$ cat src/hdl/ddoi_pkg.sv
// Shared types, constants and helper functions of the odometry integrator.
// Used by ddoi_muldiv, ddoi_cordic and diff_drive_odometry_integrator; no dependencies.
package ddoi_pkg;

  localparam int unsigned CORDIC_STEPS_DEF = 16;
  localparam int unsigned CORDIC_W         = 34;

  localparam logic [19:0] RADIUS_RESET = 20'd30000;
  localparam logic [23:0] LIN_K        = 24'd921125;
  localparam logic [23:0] HEAD_K       = 24'd174993;
  localparam logic signed [CORDIC_W-1:0] CORDIC_GAIN = 34'sd652032874;

  // Half of the position divisor, added to the magnitude for rounding.
  localparam logic [63:0] POS_DIV_HALF = 64'd16384000000;

  // The position divisor is 2^21 * 15625. After the shift by 21 the quotient by 15625
  // is estimated with floor(2^37 / 15625) and then corrected by at most one.
  localparam logic [23:0] DIV_ODD = 24'd15625;
  localparam logic [23:0] RECIP_K = 24'd8796093;

  typedef struct packed {
    logic signed [63:0] a;
    logic [23:0]        b;
    logic [4:0]         nbits;
    logic               b_signed;
  } md_req_t;

  // Arctangent table, binary angle with 2^32 equal to two pi.
  function automatic logic [31:0] atan_lut(input logic [4:0] idx);
    logic [31:0] r;
    case (idx)
      5'd0:  r = 32'd536870912;
      5'd1:  r = 32'd316933406;
      5'd2:  r = 32'd167458907;
      5'd3:  r = 32'd85004756;
      5'd4:  r = 32'd42667331;
      5'd5:  r = 32'd21354465;
      5'd6:  r = 32'd10679838;
      5'd7:  r = 32'd5340245;
      5'd8:  r = 32'd2670163;
      5'd9:  r = 32'd1335087;
      5'd10: r = 32'd667544;
      5'd11: r = 32'd333772;
      5'd12: r = 32'd166886;
      5'd13: r = 32'd83443;
      5'd14: r = 32'd41722;
      5'd15: r = 32'd20861;
      5'd16: r = 32'd10430;
      5'd17: r = 32'd5215;
      5'd18: r = 32'd2608;
      5'd19: r = 32'd1304;
      5'd20: r = 32'd652;
      5'd21: r = 32'd326;
      5'd22: r = 32'd163;
      5'd23: r = 32'd81;
      default: r = 32'd0;
    endcase
    return r;
  endfunction

  // Q2.30 to Q1.15 with round half up and saturation.
  function automatic logic signed [15:0] to_q15(input logic signed [CORDIC_W-1:0] v);
    logic signed [CORDIC_W-1:0] t;
    logic signed [CORDIC_W-1:0] s;
    logic signed [15:0]         r;
    t = v + 34'sd16384;
    s = t >>> 15;
    if (s > 34'sd32767) begin
      r = 16'sh7fff;
    end else if (s < -34'sd32768) begin
      r = 16'sh8000;
    end else begin
      r = s[15:0];
    end
    return r;
  endfunction

endpackage

$ cat src/hdl/ddoi_muldiv.sv
// Bit-serial multiplier shared by all products of one tick.
// Depends on ddoi_pkg for the request struct.
module ddoi_muldiv (
  input  logic                clk_i,
  input  logic                rst_ni,
  input  logic                start_i,
  input  ddoi_pkg::md_req_t   req_i,
  output logic                done_o,
  output logic signed [63:0]  result_o
);

  logic                busy_q, busy_d;
  logic                done_q, done_d;
  logic                bsgn_q, bsgn_d;
  logic [4:0]          nbits_q, nbits_d;
  logic [4:0]          cnt_q, cnt_d;
  logic signed [63:0]  acc_q, acc_d;
  logic signed [63:0]  a_q, a_d;
  logic [23:0]         b_q, b_d;

  logic                last;
  logic signed [63:0]  term;

  assign last = (cnt_q == nbits_q - 5'd1);
  assign term = b_q[0] ? a_q : 64'sd0;

  always_comb begin
    busy_d  = busy_q;
    done_d  = 1'b0;
    bsgn_d  = bsgn_q;
    nbits_d = nbits_q;
    cnt_d   = cnt_q;
    acc_d   = acc_q;
    a_d     = a_q;
    b_d     = b_q;
    if (start_i) begin
      busy_d  = 1'b1;
      bsgn_d  = req_i.b_signed;
      nbits_d = req_i.nbits;
      cnt_d   = 5'd0;
      acc_d   = 64'sd0;
      a_d     = req_i.a;
      b_d     = req_i.b;
    end else if (busy_q) begin
      // The sign bit of a signed multiplier carries negative weight.
      acc_d = (last && bsgn_q) ? (acc_q - term) : (acc_q + term);
      a_d   = a_q <<< 1;
      b_d   = {1'b0, b_q[23:1]};
      cnt_d = cnt_q + 5'd1;
      if (last) begin
        busy_d = 1'b0;
        done_d = 1'b1;
      end
    end
  end

  always_ff @(posedge clk_i or negedge rst_ni) begin
    if (!rst_ni) begin
      busy_q <= 1'b0;
      done_q <= 1'b0;
    end else begin
      busy_q <= busy_d;
      done_q <= done_d;
    end
  end

  always_ff @(posedge clk_i) begin
    bsgn_q  <= bsgn_d;
    nbits_q <= nbits_d;
    cnt_q   <= cnt_d;
    acc_q   <= acc_d;
    a_q     <= a_d;
    b_q     <= b_d;
  end

  assign done_o   = done_q;
  assign result_o = acc_q;

endmodule

$ cat src/hdl/ddoi_cordic.sv
// Iterative rotation-mode CORDIC giving Q1.15 cosine and sine of a 32-bit binary angle.
// Depends on ddoi_pkg for the gain, the arctangent table and the output rounding.
module ddoi_cordic #(
  parameter int unsigned CORDIC_STEPS = ddoi_pkg::CORDIC_STEPS_DEF
) (
  input  logic               clk_i,
  input  logic               rst_ni,
  input  logic               start_i,
  input  logic [31:0]        ang_i,
  output logic               done_o,
  output logic signed [15:0] cos_o,
  output logic signed [15:0] sin_o
);

  localparam int unsigned W = ddoi_pkg::CORDIC_W;
  localparam logic [4:0] LAST_STEP = 5'(CORDIC_STEPS - 1);

  logic                busy_q, done_q, flip_q;
  logic [4:0]          i_q;
  logic signed [W-1:0] x_q, y_q, z_q;

  logic                flip;
  logic [31:0]         ang_r;
  logic signed [W-1:0] xs, ys, at, xf, yf;

  // Angles in the left half plane are turned by pi and the result negated.
  assign flip  = ang_i[31] ^ ang_i[30];
  assign ang_r = {ang_i[31] ^ flip, ang_i[30:0]};
  assign xs    = x_q >>> i_q;
  assign ys    = y_q >>> i_q;
  assign at    = W'(ddoi_pkg::atan_lut(i_q));

  always_ff @(posedge clk_i or negedge rst_ni) begin
    if (!rst_ni) begin
      busy_q <= 1'b0;
      done_q <= 1'b0;
    end else begin
      done_q <= 1'b0;
      if (start_i) begin
        busy_q <= 1'b1;
      end else if (busy_q && (i_q == LAST_STEP)) begin
        busy_q <= 1'b0;
        done_q <= 1'b1;
      end
    end
  end

  always_ff @(posedge clk_i) begin
    if (start_i) begin
      flip_q <= flip;
      i_q    <= 5'd0;
      x_q    <= ddoi_pkg::CORDIC_GAIN;
      y_q    <= '0;
      z_q    <= W'(signed'(ang_r));
    end else if (busy_q) begin
      i_q <= i_q + 5'd1;
      if (!z_q[W-1]) begin
        x_q <= x_q - ys;
        y_q <= y_q + xs;
        z_q <= z_q - at;
      end else begin
        x_q <= x_q + ys;
        y_q <= y_q - xs;
        z_q <= z_q + at;
      end
    end
  end

  assign xf     = flip_q ? -x_q : x_q;
  assign yf     = flip_q ? -y_q : y_q;
  assign cos_o  = ddoi_pkg::to_q15(xf);
  assign sin_o  = ddoi_pkg::to_q15(yf);
  assign done_o = done_q;

endmodule

$ cat src/hdl/diff_drive_odometry_integrator.sv
// Top level of the differential-drive odometry integrator: sequencer, state and ports.
// Depends on ddoi_pkg, ddoi_muldiv and ddoi_cordic.
//
//   Channel   Handshake                  Payload
//   --------  -------------------------  ------------------------------------------
//   input     in_valid_i / in_stall_o    rwheel_spd, lwheel_spd, yaw_rate, elapsed_us,
//                                        imu_valid, motor_valid
//   output    out_valid_o / out_stall_i  pos_x, pos_y, heading, quat_z, quat_w,
//                                        linear_speed, angular_speed
//   config    cfg_we_i                   cfg_wdata_i (wheel radius, micrometers)
//
// The time that a tick which updates the pose takes is set by the shared bit-serial
// multiplier, which runs twelve products one after another (eight for the update and two
// for each position division), and by the two CORDIC passes. A tick with a missing sample
// or zero elapsed time is consumed without starting the sequencer. Reset clears the pose
// and heading and loads the default wheel radius. The input is stalled while a tick is in
// progress; a finished result waits in the output register while the next tick is
// accepted and held only before its own result.
module diff_drive_odometry_integrator #(
  parameter int unsigned CORDIC_STEPS = ddoi_pkg::CORDIC_STEPS_DEF
) (
  input  logic               clk_i,
  input  logic               rst_ni,
  input  logic               cfg_we_i,
  input  logic [19:0]        cfg_wdata_i,
  input  logic               in_valid_i,
  output logic               in_stall_o,
  input  logic signed [19:0] rwheel_spd_i,
  input  logic signed [19:0] lwheel_spd_i,
  input  logic signed [21:0] yaw_rate_i,
  input  logic [19:0]        elapsed_us_i,
  input  logic               imu_valid_i,
  input  logic               motor_valid_i,
  output logic               out_valid_o,
  input  logic               out_stall_i,
  output logic signed [31:0] pos_x_o,
  output logic signed [31:0] pos_y_o,
  output logic signed [15:0] heading_o,
  output logic signed [15:0] quat_z_o,
  output logic signed [15:0] quat_w_o,
  output logic signed [21:0] linear_speed_o,
  output logic signed [21:0] angular_speed_o
);

  // One-hot sequencer: each state between idle and output runs one operation of a shared unit.
  typedef enum logic [15:0] {
    S_IDLE  = 16'b0000000000000001,
    S_CORD0 = 16'b0000000000000010,
    S_MSR   = 16'b0000000000000100,
    S_MLIN  = 16'b0000000000001000,
    S_MCX   = 16'b0000000000010000,
    S_MVX   = 16'b0000000000100000,
    S_QX    = 16'b0000000001000000,
    S_RX    = 16'b0000000010000000,
    S_MCY   = 16'b0000000100000000,
    S_MVY   = 16'b0000001000000000,
    S_QY    = 16'b0000010000000000,
    S_RY    = 16'b0000100000000000,
    S_MWD   = 16'b0001000000000000,
    S_MHK   = 16'b0010000000000000,
    S_CORD1 = 16'b0100000000000000,
    S_OUT   = 16'b1000000000000000
  } seq_state_e;

  seq_state_e state_q, state_d;

  logic [19:0]        radius_q;
  logic signed [31:0] x_q, x_d;
  logic signed [31:0] y_q, y_d;
  logic [15:0]        yaw_q, yaw_d;

  logic signed [20:0] sum_q;
  logic signed [21:0] w_q;
  logic [19:0]        dt_q;
  logic signed [15:0] c_q, s_q;
  logic signed [21:0] v_q, v_d;
  logic signed [63:0] prod_q, prod_d;
  logic signed [15:0] qz_q, qw_q;
  logic [23:0]        qe_q;

  logic               out_valid_q, out_valid_d;
  logic signed [31:0] pos_x_q, pos_y_q;
  logic [15:0]        head_q;
  logic signed [15:0] oqz_q, oqw_q;
  logic signed [21:0] lin_q, ang_q;

  logic               md_start_q, md_start_d;
  logic               cd_start_q, cd_start_d;
  ddoi_pkg::md_req_t  md_req;
  logic               md_done;
  logic signed [63:0] md_res;
  logic [31:0]        cd_ang;
  logic               cd_done;
  logic signed [15:0] cd_cos, cd_sin;

  logic               accept, go;
  logic signed [63:0] lin_t, head_t;
  logic signed [31:0] lin_v;
  logic [63:0]        num_mag;
  logic [35:0]        nrm;
  logic [35:0]        rem_t;
  logic [23:0]        quo;
  logic signed [24:0] dpos;
  logic signed [32:0] x_sum, y_sum;

  assign in_stall_o = (state_q != S_IDLE);
  assign accept     = in_valid_i && !in_stall_o;
  assign go         = imu_valid_i && motor_valid_i && (elapsed_us_i != 20'd0);

  // Forward speed: round the product to Q5.16 and clamp to 22 bits.
  assign lin_t = md_res + 64'sd2147483648;
  assign lin_v = lin_t[63:32];
  always_comb begin
    if (lin_v > 32'sd2097151) begin
      v_d = 22'sh1fffff;
    end else if (lin_v < -32'sd2097152) begin
      v_d = 22'sh200000;
    end else begin
      v_d = lin_v[21:0];
    end
  end

  // Heading step: round by 2^40, keep the low 16 bits for the wrap.
  assign head_t = md_res + 64'sd549755813888;

  // Position step: the magnitude with half the divisor added is divided, so the
  // quotient rounds half away from zero once the sign is restored. The divisor is
  // 2^21 * 15625: the low 21 bits are dropped, the quotient by 15625 is estimated with a
  // reciprocal product shifted by 37, which is low by at most one, and the remainder
  // left after multiplying the estimate back decides the final increment.
  assign num_mag = (prod_q[63] ? 64'(-prod_q) : 64'(prod_q)) + ddoi_pkg::POS_DIV_HALF;
  assign nrm     = num_mag[56:21];
  assign rem_t   = nrm - md_res[35:0];
  assign quo     = qe_q + {23'd0, (rem_t >= 36'(ddoi_pkg::DIV_ODD))};
  assign dpos    = prod_q[63] ? -25'(signed'({1'b0, quo}))
                              : 25'(signed'({1'b0, quo}));
  assign x_sum   = 33'(x_q) + 33'(dpos);
  assign y_sum   = 33'(y_q) + 33'(dpos);

  function automatic logic signed [31:0] sat32(input logic signed [32:0] v);
    logic signed [31:0] r;
    if (v > 33'sh07fffffff) begin
      r = 32'sh7fffffff;
    end else if (v < -33'sh080000000) begin
      r = 32'sh80000000;
    end else begin
      r = v[31:0];
    end
    return r;
  endfunction

  // Operand selection for the shared multiplier.
  always_comb begin
    md_req          = '0;
    md_req.nbits    = 5'd20;
    md_req.b_signed = 1'b0;
    case (state_q)
      S_MSR: begin
        md_req.a = 64'(sum_q);
        md_req.b = 24'(radius_q);
      end
      S_MLIN: begin
        md_req.a = prod_q;
        md_req.b = ddoi_pkg::LIN_K;
      end
      S_MCX: begin
        md_req.a = 64'(c_q);
        md_req.b = 24'(dt_q);
      end
      S_MCY: begin
        md_req.a = 64'(s_q);
        md_req.b = 24'(dt_q);
      end
      S_MVX, S_MVY: begin
        md_req.a        = prod_q;
        md_req.b        = 24'(unsigned'(v_q));
        md_req.nbits    = 5'd22;
        md_req.b_signed = 1'b1;
      end
      S_QX, S_QY: begin
        md_req.a     = 64'(nrm);
        md_req.b     = ddoi_pkg::RECIP_K;
        md_req.nbits = 5'd24;
      end
      S_RX, S_RY: begin
        md_req.a     = 64'(qe_q);
        md_req.b     = ddoi_pkg::DIV_ODD;
        md_req.nbits = 5'd14;
      end
      S_MWD: begin
        md_req.a = 64'(w_q);
        md_req.b = 24'(dt_q);
      end
      S_MHK: begin
        md_req.a     = prod_q;
        md_req.b     = ddoi_pkg::HEAD_K;
        md_req.nbits = 5'd18;
      end
      default: begin
        md_req.a = prod_q;
      end
    endcase
  end

  // The first pass uses the old heading, the second the new heading times 2^15.
  assign cd_ang = (state_q == S_CORD1) ? {yaw_q[15], yaw_q, 15'd0} : {yaw_q, 16'd0};

  always_comb begin
    state_d     = state_q;
    md_start_d  = 1'b0;
    cd_start_d  = 1'b0;
    prod_d      = prod_q;
    x_d         = x_q;
    y_d         = y_q;
    yaw_d       = yaw_q;
    out_valid_d = out_valid_q && out_stall_i;
    case (state_q)
      S_IDLE: begin
        if (accept && go) begin
          state_d    = S_CORD0;
          cd_start_d = 1'b1;
        end
      end
      S_CORD0: begin
        if (cd_done) begin
          state_d    = S_MSR;
          md_start_d = 1'b1;
        end
      end
      S_MSR: begin
        if (md_done) begin
          prod_d     = md_res;
          state_d    = S_MLIN;
          md_start_d = 1'b1;
        end
      end
      S_MLIN: begin
        if (md_done) begin
          state_d    = S_MCX;
          md_start_d = 1'b1;
        end
      end
      S_MCX: begin
        if (md_done) begin
          prod_d     = md_res;
          state_d    = S_MVX;
          md_start_d = 1'b1;
        end
      end
      S_MVX: begin
        if (md_done) begin
          prod_d     = md_res;
          state_d    = S_QX;
          md_start_d = 1'b1;
        end
      end
      S_QX: begin
        if (md_done) begin
          state_d    = S_RX;
          md_start_d = 1'b1;
        end
      end
      S_RX: begin
        if (md_done) begin
          x_d        = sat32(x_sum);
          state_d    = S_MCY;
          md_start_d = 1'b1;
        end
      end
      S_MCY: begin
        if (md_done) begin
          prod_d     = md_res;
          state_d    = S_MVY;
          md_start_d = 1'b1;
        end
      end
      S_MVY: begin
        if (md_done) begin
          prod_d     = md_res;
          state_d    = S_QY;
          md_start_d = 1'b1;
        end
      end
      S_QY: begin
        if (md_done) begin
          state_d    = S_RY;
          md_start_d = 1'b1;
        end
      end
      S_RY: begin
        if (md_done) begin
          y_d        = sat32(y_sum);
          state_d    = S_MWD;
          md_start_d = 1'b1;
        end
      end
      S_MWD: begin
        if (md_done) begin
          prod_d     = md_res;
          state_d    = S_MHK;
          md_start_d = 1'b1;
        end
      end
      S_MHK: begin
        if (md_done) begin
          yaw_d      = yaw_q + head_t[55:40];
          state_d    = S_CORD1;
          cd_start_d = 1'b1;
        end
      end
      S_CORD1: begin
        if (cd_done) begin
          state_d = S_OUT;
        end
      end
      S_OUT: begin
        // The result register must be free before the new pose is loaded.
        if (!out_valid_q || !out_stall_i) begin
          out_valid_d = 1'b1;
          state_d     = S_IDLE;
        end
      end
      default: begin
        state_d = S_IDLE;
      end
    endcase
  end

  always_ff @(posedge clk_i or negedge rst_ni) begin
    if (!rst_ni) begin
      state_q     <= S_IDLE;
      radius_q    <= ddoi_pkg::RADIUS_RESET;
      x_q         <= '0;
      y_q         <= '0;
      yaw_q       <= '0;
      out_valid_q <= 1'b0;
      md_start_q  <= 1'b0;
      cd_start_q  <= 1'b0;
    end else begin
      state_q     <= state_d;
      x_q         <= x_d;
      y_q         <= y_d;
      yaw_q       <= yaw_d;
      out_valid_q <= out_valid_d;
      md_start_q  <= md_start_d;
      cd_start_q  <= cd_start_d;
      if (cfg_we_i) begin
        radius_q <= cfg_wdata_i;
      end
    end
  end

  always_ff @(posedge clk_i) begin
    prod_q <= prod_d;
    if (accept) begin
      sum_q <= 21'(rwheel_spd_i) + 21'(lwheel_spd_i);
      w_q   <= yaw_rate_i;
      dt_q  <= elapsed_us_i;
    end
    if ((state_q == S_CORD0) && cd_done) begin
      c_q <= cd_cos;
      s_q <= cd_sin;
    end
    if ((state_q == S_MLIN) && md_done) begin
      v_q <= v_d;
    end
    // Quotient estimate: the reciprocal product shifted right by 37.
    if (((state_q == S_QX) || (state_q == S_QY)) && md_done) begin
      qe_q <= md_res[60:37];
    end
    if ((state_q == S_CORD1) && cd_done) begin
      qw_q <= cd_cos;
      qz_q <= cd_sin;
    end
    if ((state_q == S_OUT) && (!out_valid_q || !out_stall_i)) begin
      pos_x_q <= x_q;
      pos_y_q <= y_q;
      head_q  <= yaw_q;
      oqz_q   <= qz_q;
      oqw_q   <= qw_q;
      lin_q   <= v_q;
      ang_q   <= w_q;
    end
  end

  ddoi_muldiv u_muldiv (
    .clk_i    (clk_i),
    .rst_ni   (rst_ni),
    .start_i  (md_start_q),
    .req_i    (md_req),
    .done_o   (md_done),
    .result_o (md_res)
  );

  ddoi_cordic #(
    .CORDIC_STEPS (CORDIC_STEPS)
  ) u_cordic (
    .clk_i   (clk_i),
    .rst_ni  (rst_ni),
    .start_i (cd_start_q),
    .ang_i   (cd_ang),
    .done_o  (cd_done),
    .cos_o   (cd_cos),
    .sin_o   (cd_sin)
  );

  assign out_valid_o     = out_valid_q;
  assign pos_x_o         = pos_x_q;
  assign pos_y_o         = pos_y_q;
  assign heading_o       = head_q;
  assign quat_z_o        = oqz_q;
  assign quat_w_o        = oqw_q;
  assign linear_speed_o  = lin_q;
  assign angular_speed_o = ang_q;

endmodule
$ cat config.mk
export PLATFORM = sky130hd
export DESIGN_NAME = diff_drive_odometry_integrator
export DESIGN_NICKNAME = d
export VERILOG_FILES = /design/src/hdl/ddoi_pkg.sv /design/src/hdl/ddoi_muldiv.sv /design/src/hdl/ddoi_cordic.sv /design/src/hdl/diff_drive_odometry_integrator.sv
export SDC_FILE = /design/constraint.sdc
export NUM_CORES = 2
export LEC_CHECK = 0
export ABC_CLOCK_PERIOD_IN_PS = 16800
export BUFFER_PORTS_ARGS = -buffer_cell sky130_fd_sc_hd__buf_2
export CAP_MARGIN = 30
export CORE_MARGIN = 1
export CORE_UTILIZATION = 51
export CTS_CLUSTER_DIAMETER = 40
export DETAILED_ROUTE_END_ITERATION = 16
export MAX_ROUTING_LAYER = met4
export PLACE_DENSITY = 0.77
export SLEW_MARGIN = 20
export SYNTH_ARGS = -nofsm -noshare
export SYNTH_HDL_FRONTEND = slang
export SYNTH_SLANG_ARGS = --single-unit
$ cat constraint.sdc
create_clock -name clk_i -period 16.8 [get_ports clk_i]
set_input_delay 3.36 -clock clk_i [delete_from_list [all_inputs] [get_ports clk_i]]
set_output_delay 3.36 -clock clk_i [all_outputs]
set_load 0.01 [all_outputs]
* After elaboration in Yosys (flattened, before gate mapping)
Memories as Yosys holds them, arrays and structs flattened. A register that Yosys moved wholly into a read port is not among the register bits.
Index checks and enable logic that the tools add are counted.
Widths: inputs -> output; s select.
** Cells by class
- Bitwise gates (word level) :: 2
- Add/subtract/negate cells :: 26
- Magnitude comparators :: 11
- Equal/unequal tests :: 35
- Reduce and logical (&&, ||, !) cells :: 32
- Multiplexer cells :: 65
- Shift operators :: 2
** Operators by type and width (number)
- $pmux 64 s6 :: 1
- $mux 16 :: 20
- $mux 64 :: 4
- $pmux 16 s16 :: 1
- $mux 34 :: 7
- $pmux 24 s7 :: 1
- $mux 32 :: 4
- $add 34x16->34 const B :: 2
- $add 34x34->34 :: 2
- $neg 34->34 :: 2
- $sshr 34x5->34 :: 2
- $sub 34x34->34 :: 2
- $add 32x25->33 :: 2
- $gt 33x32->1 const B :: 2
- $lt 33x32->1 const B :: 2
- $add 64x33->64 const B :: 1
- $add 64x64->64 :: 1
- $sub 64x64->64 :: 1
- $add 57x34->57 const B :: 1
- $mux 57 :: 1
- $neg 57->57 :: 1
- $add 56x41->56 const B :: 1
- $mux 24 :: 2
- $gt 19x16->1 const B :: 2
- other kinds (53) :: 108
** Word-level totals
- Memories kept :: 1
- Memory bits (read-only) :: 960
- Output and inout bits :: 158
- Logic and storage cells :: 214
- Bits of input ports :: 109
- Register bits :: 787
** Memories
- (name not given) :: words 32, width 30, rd ports 1, clocked after Yosys merged registers in 1, wr ports 0, RTL line ddoi_pkg.sv:31 : case (idx)

* Logic depth before layout (Yosys ltp)
- Depth after elaboration :: 12
- Mapped depth :: 57
- Depth with buffers taken out :: 52

* Cells and area by module
Synthesis repeated with hierarchy kept, for this count alone.
** Unflattened totals
- Cell total of the unflattened synthesis :: 6787
- Area, all modules :: 61876.8 µm²
** By module, submodules not included
- diff_drive_odometry_integrator :: sequential area each 14789.2 µm², instances 1, cells an instance 2845, area an instance 29618.4 µm²
- ddoi_cordic :: sequential area each 3163.0 µm², instances 1, cells an instance 2564, area an instance 20046.7 µm²
- ddoi_muldiv :: sequential area each 4254.1 µm², instances 1, cells an instance 1378, area an instance 12211.7 µm²

* Worst setup path before layout
Ideal clock, no wire load.
- Path kind :: register to register
- Start point :: reg prod_q[63]
- End point :: reg y_q[12]
- Setup time :: 0.083 ns
- Stages on the path, launching flop included :: 57
- Required time :: 16.717 ns
- Arrival :: 11.655 ns
- Slack :: 5.063 ns
- Buffers on the path :: 8
- Clock period less this slack :: 11.737 ns
- Path through :: edfxtp_1 > clkbuf_8 > clkbuf_8 > clkbuf_1 > clkbuf_1 > clkbuf_1 > clkbuf_1 > o21ai_0 > xnor2_1 > ha_1 > maj3_1 > o31ai_1 > o21ai_0 > and2_0 > clkbuf_1 > nor2b_1 > xnor2_1 > ha_1 > [... 21 more ...] > nor2b_1 > a21oi_1 > a211oi_1 > xor2_1 > ha_1 > nand4_1 > nor3_1 > inv_1 > a2111oi_0 > o31a_1 > a311o_1 > and3_1 > o21ai_1 > a31o_2 > nor2_1 > clkbuf_1 > nor2_1 > o21ai_0
** On the way
- Longest elaborated chain between the ends :: 11
- Elaborated cells on any way between the ends :: 12
- Those cells by class :: add/sub (5); order compare (3); mux (4)
** RTL lines
- start: declaration :: RTL line diff_drive_odometry_integrator.sv:77 : logic signed [63:0] prod_q, prod_d;
- start signal: assignment :: RTL line diff_drive_odometry_integrator.sv:354 : prod_q <= prod_d;
- $mux 57 :: RTL line diff_drive_odometry_integrator.sv:131 : assign num_mag = (prod_q[63] ? 64'(-prod_q) : 64'(prod_q)) + ddoi_pkg::POS_DIV_HALF;
- $add 57x34->57 :: RTL line diff_drive_odometry_integrator.sv:131
- $sub 36x36->36 :: RTL line diff_drive_odometry_integrator.sv:133 : assign rem_t = nrm - md_res[35:0];
- $ge 36x14->1 :: RTL line diff_drive_odometry_integrator.sv:134 : assign quo = qe_q + {23'd0, (rem_t >= 36'(ddoi_pkg::DIV_ODD))};
- $add 24x1->24 :: RTL line diff_drive_odometry_integrator.sv:134
- $neg 24->25 :: RTL line diff_drive_odometry_integrator.sv:135 : assign dpos = prod_q[63] ? -25'(signed'({1'b0, quo}))
- $mux 25 * :: RTL line diff_drive_odometry_integrator.sv:135
- $add 32x25->33 * :: RTL line diff_drive_odometry_integrator.sv:138 : assign y_sum = 33'(y_q) + 33'(dpos);
- $lt 33x32->1 :: RTL line diff_drive_odometry_integrator.sv:144 : end else if (v < -33'sh080000000) begin
- $mux 32 :: RTL line diff_drive_odometry_integrator.sv:144
- $mux 32 * :: RTL line diff_drive_odometry_integrator.sv:142 : if (v > 33'sh07fffffff) begin
- end signal: assignment :: RTL line diff_drive_odometry_integrator.sv:342 : y_q <= y_d;
- end: declaration :: RTL line diff_drive_odometry_integrator.sv:69 : logic signed [31:0] y_q, y_d;
Every way passes the cells marked *; elsewhere a longest branch is shown, timed or not.
A chain may end at the register's enable or synchronous reset.

* Worst setup path in the final report
- Start point :: reg prod_q[0]
- End point :: reg y_q[30]
** On the way
- Longest elaborated chain between the ends :: 12
- Elaborated cells on any way between the ends :: 13
- Those cells by class :: add/sub (6); order compare (3); mux (4)
** RTL lines (RTL line)
- $neg 57->57 :: diff_drive_odometry_integrator.sv:131
- $mux 57 * :: diff_drive_odometry_integrator.sv:131
- $add 57x34->57 * :: diff_drive_odometry_integrator.sv:131
- $sub 36x36->36 * :: diff_drive_odometry_integrator.sv:133
- $ge 36x14->1 * :: diff_drive_odometry_integrator.sv:134
- $add 24x1->24 * :: diff_drive_odometry_integrator.sv:134
- $neg 24->25 :: diff_drive_odometry_integrator.sv:135
- $mux 25 * :: diff_drive_odometry_integrator.sv:135
- $add 32x25->33 * :: diff_drive_odometry_integrator.sv:138
- $lt 33x32->1 :: diff_drive_odometry_integrator.sv:144
- $mux 32 :: diff_drive_odometry_integrator.sv:144
- $mux 32 * :: diff_drive_odometry_integrator.sv:142
Marked as above.

==> results.tsv <==
metric	value	unit
fmax	73.7	MHz
Pwr Density	231	nW/µm²
slowest stage delay, CP	770	ps
reg2reg path depth	49	
ratio of cells with drive above 1 in the final layout	12.3	%
final setup TNS	0	ps
std cell rows	124	
Setup-failing EPs final	0	
Slew headroom	31.0	%
final hold viol count	0	
gr ovfl total	0	
maxcap violations	0	
post-synthesis net count	6923	
Die X	343	µm
hold_sp	qz_q[1]	
Mapped Cells	6484	
Layout area overhead	11.4	%
yosys warns	0	
sequential share of power	22.1	%
Worst Path Buf+Inv	2	
Top delay family on crit path	simple AND/OR/NAND/NOR gates	
Reg2Reg Setup Slack	3240	ps
PostCTS Resize Cnt	0	
Clock Power Share	16.9	%
core box area	115000	µm²
Final #Nets	7031	
Switch Pwr	0.00714	W
synthesized area per cell	9.16	µm²
WP data arrival	14200	ps
Initial DRT Pass Iterations	8	
synth top area cells	edfxtp_1 26%, ha_1 6.8%, dfxtp_1 5.8%	
CTS Buf Count	118	
VDD IR max	0.000186	V
post-synth top area share	26.3	%
post-route cell area	66200	µm²
CP max-delay cell	nor4_1	
fillers	9900	
most frequent cells in the layout	629 x nand2_1, 617 x nor2_1, 521 x edfxtp_1, 497 x a21oi_1, 426 x o21ai_0	
Static Leak	26.0	nW
Power Total	0.0153	W
Final min period	13560	ps
num ports	267	
async set-reset flop share out of synthesis	15.1	%
Slew @ Worst Pin	1040	ps
Seq/Total Area, Yosys	37.3	%
worst min path class	reg2reg	
Vias per Instance	6.50	
maximum clock insertion buffer count	3	
Layout Skew	38.8	ps
CP Capture Type	flip-flop	
Clock Tree Root	clkbuf_16	
dpl cell area	61900	µm²
DIE AREA	118000	µm²
top_reg_cell synth	edfxtp_1	
RSZ-0062 raised after global routing	false	
initial antenna violation count	10	
Die Height	343	µm
DRT iter0 DRCs	6875	
hold-critical path depth	0	
clk sinks	816	
Total Routed Length	197	mm
detailed-route via count	53446	
starting density of the core	51.7	%
area of the multi-input gates	35100	µm²
clock transition at the registers of the reported paths	60	ps
P_int	0.00812	W
Finished Layout Cells	8217	
placed insts	7980	
gr usage total	33.7	%
Post-route DRC	0	
CP Data Required Time	17440	ps
Worst-Skew Late Latency	760	ps
Post-CTS Hold Buffers	0	
number of distinct library cells after synthesis	102	
largest net degree at the start of global routing	146	
WHS Endpoint	quat_z_o[1]	
worst-path fanout max	16	
commonest non-fill, non-tap cell in the layout	nand2_1	
register area	22200	µm²
WS Path Type	reg2reg	
routability cong.	0.994	
first-pass GRT wire length	299	mm
combinational fraction of design power	61.0	%
fin. max-slew vios	0	
cell taking the most area after synthesis	edfxtp_1	
postcts setup bufs	0	
Switching Share	46.8	%
reg-to-reg startpoint	prod_q[0]	
Detail Route Antenna Nets	0	
#FFs+latches synth	816	
Post-DP HPWL	145	mm
PortBufs	266	
final period utilization	80.7	%
CP Launch Type	flip-flop	
vias in the first global route	49232	
number of flops mapped to enable cells by yosys	521	
Routed wire per std cell	24.0	µm
TritonCTS clock tree	done	
reg2reg end	y_q[30]	
CTS H-tree depth	3	
Synth Cell Area	59400	µm²
outcome	finished clean	
[power by group through the flow]
stage	clock, W	sequential, W	combinational (W)
floorplan	0	0.00297	0.00727
global placement	0	0.00337	0.00880
detailed placement	0	0.00338	0.00900
CTS	0.00260	0.00335	0.00910
global route	0.00268	0.00341	0.0102
finish	0.00257	0.00338	0.00931
[flip-flops by register name (all words and copies together), names as in the netlist, 24 cells and up]
name,cells
u_muldiv.b_q,24
u_cordic.z_q,34
u_cordic.y_q,34
prod_q,64
u_muldiv.result_o,64
u_cordic.x_q,34
u_muldiv.a_q,64
qe_q,24
pos_x_o,32
u_cordic.at,30
y_q,32
pos_y_o,32
x_q,32
[per-stage QoR]
step / util, % / hold WS [ps] / setup slack (ps)
2_1_floorplan: - / 400 / 5060
3_3_place_gp: 53.8 / 404 / 3770
3_5_place_dp: 53.9 / 406 / 3410
4_1_cts: 57.5 / 410 / 3380
5_1_grt: 57.6 / 430 / 2050
6_report: 57.6 / 423 / 3240
[cell families after synthesis]
logic type	after synthesis	synth area share, %
buffers and inverters	564	3.76
adders and majority gates	355	7.48
xor gates and xnor gates	585	8.62
and+or+nand+nor	2047	16.1
muxes	281	6.91
DFF	816	37.3
AOI/OAI and AO/OA	1836	19.8
[layer usage]
layer	vias up	GRT usage (%)	routed length (µm)
li1	24312	-	-
met3	474	5.10	20500
met4	0	13.2	7930
met5	-	-	0
met1	25674	45.6	80700
met2	2986	50.7	87900
[worst max-delay path by stage]
stage	endpoint	slack, ps	startpoint	depth (start not counted)
2_1_floorplan	y_q[12]	5060	prod_q[63]	56
3_3_place_gp	y_q[30]	3770	prod_q[7]	53
3_5_place_dp	y_q[30]	3410	prod_q[0]	49
4_1_cts	y_q[30]	3380	prod_q[0]	49
5_1_grt	y_q[30]	2050	prod_q[4]	49
6_report	y_q[30]	3240	prod_q[0]	49
[cell usage after synthesis, types with 34 or more instances]
library cell and n:
ha_1 321, a31oi_1 94, nor4_1 48, a211oi_1 59, mux4_2 98, o21ai_0 427
nand4_1 71, nor2_1 621, a22oi_1 46, buf_1 42, mux2i_1 130, a221oi_1 52
dfxtp_1 172, edfxtp_1 521, xnor2_1 350, inv_1 195, dfrtp_1 115, o21a_1 54
nand2b_1 73, or3_1 40, mux2_2 52, and2_1 41, o211ai_1 43, a21o_1 149
a21oi_1 498, and3_1 56, xor2_1 235, nand2_1 630, nor2b_1 60, nand3_1 159
nor3_1 113, o21bai_1 57, o22ai_1 34, o31ai_1 45, clkbuf_1 282
[final cells by class]
| cell class | instances | area share, % |
|---|---|---|
| antenna | 7 | 0.0265 |
| clock inverter | 97 | 1.66 |
| inverter | 200 | 1.14 |
| clock buffer | 129 | 4.63 |
| multi-input combinational | 5104 | 53.0 |
| timing repair buffer | 352 | 3.12 |
| tap | 1512 | 2.86 |
| sequential | 816 | 33.5 |
Power figures use the tool's default switching activity.
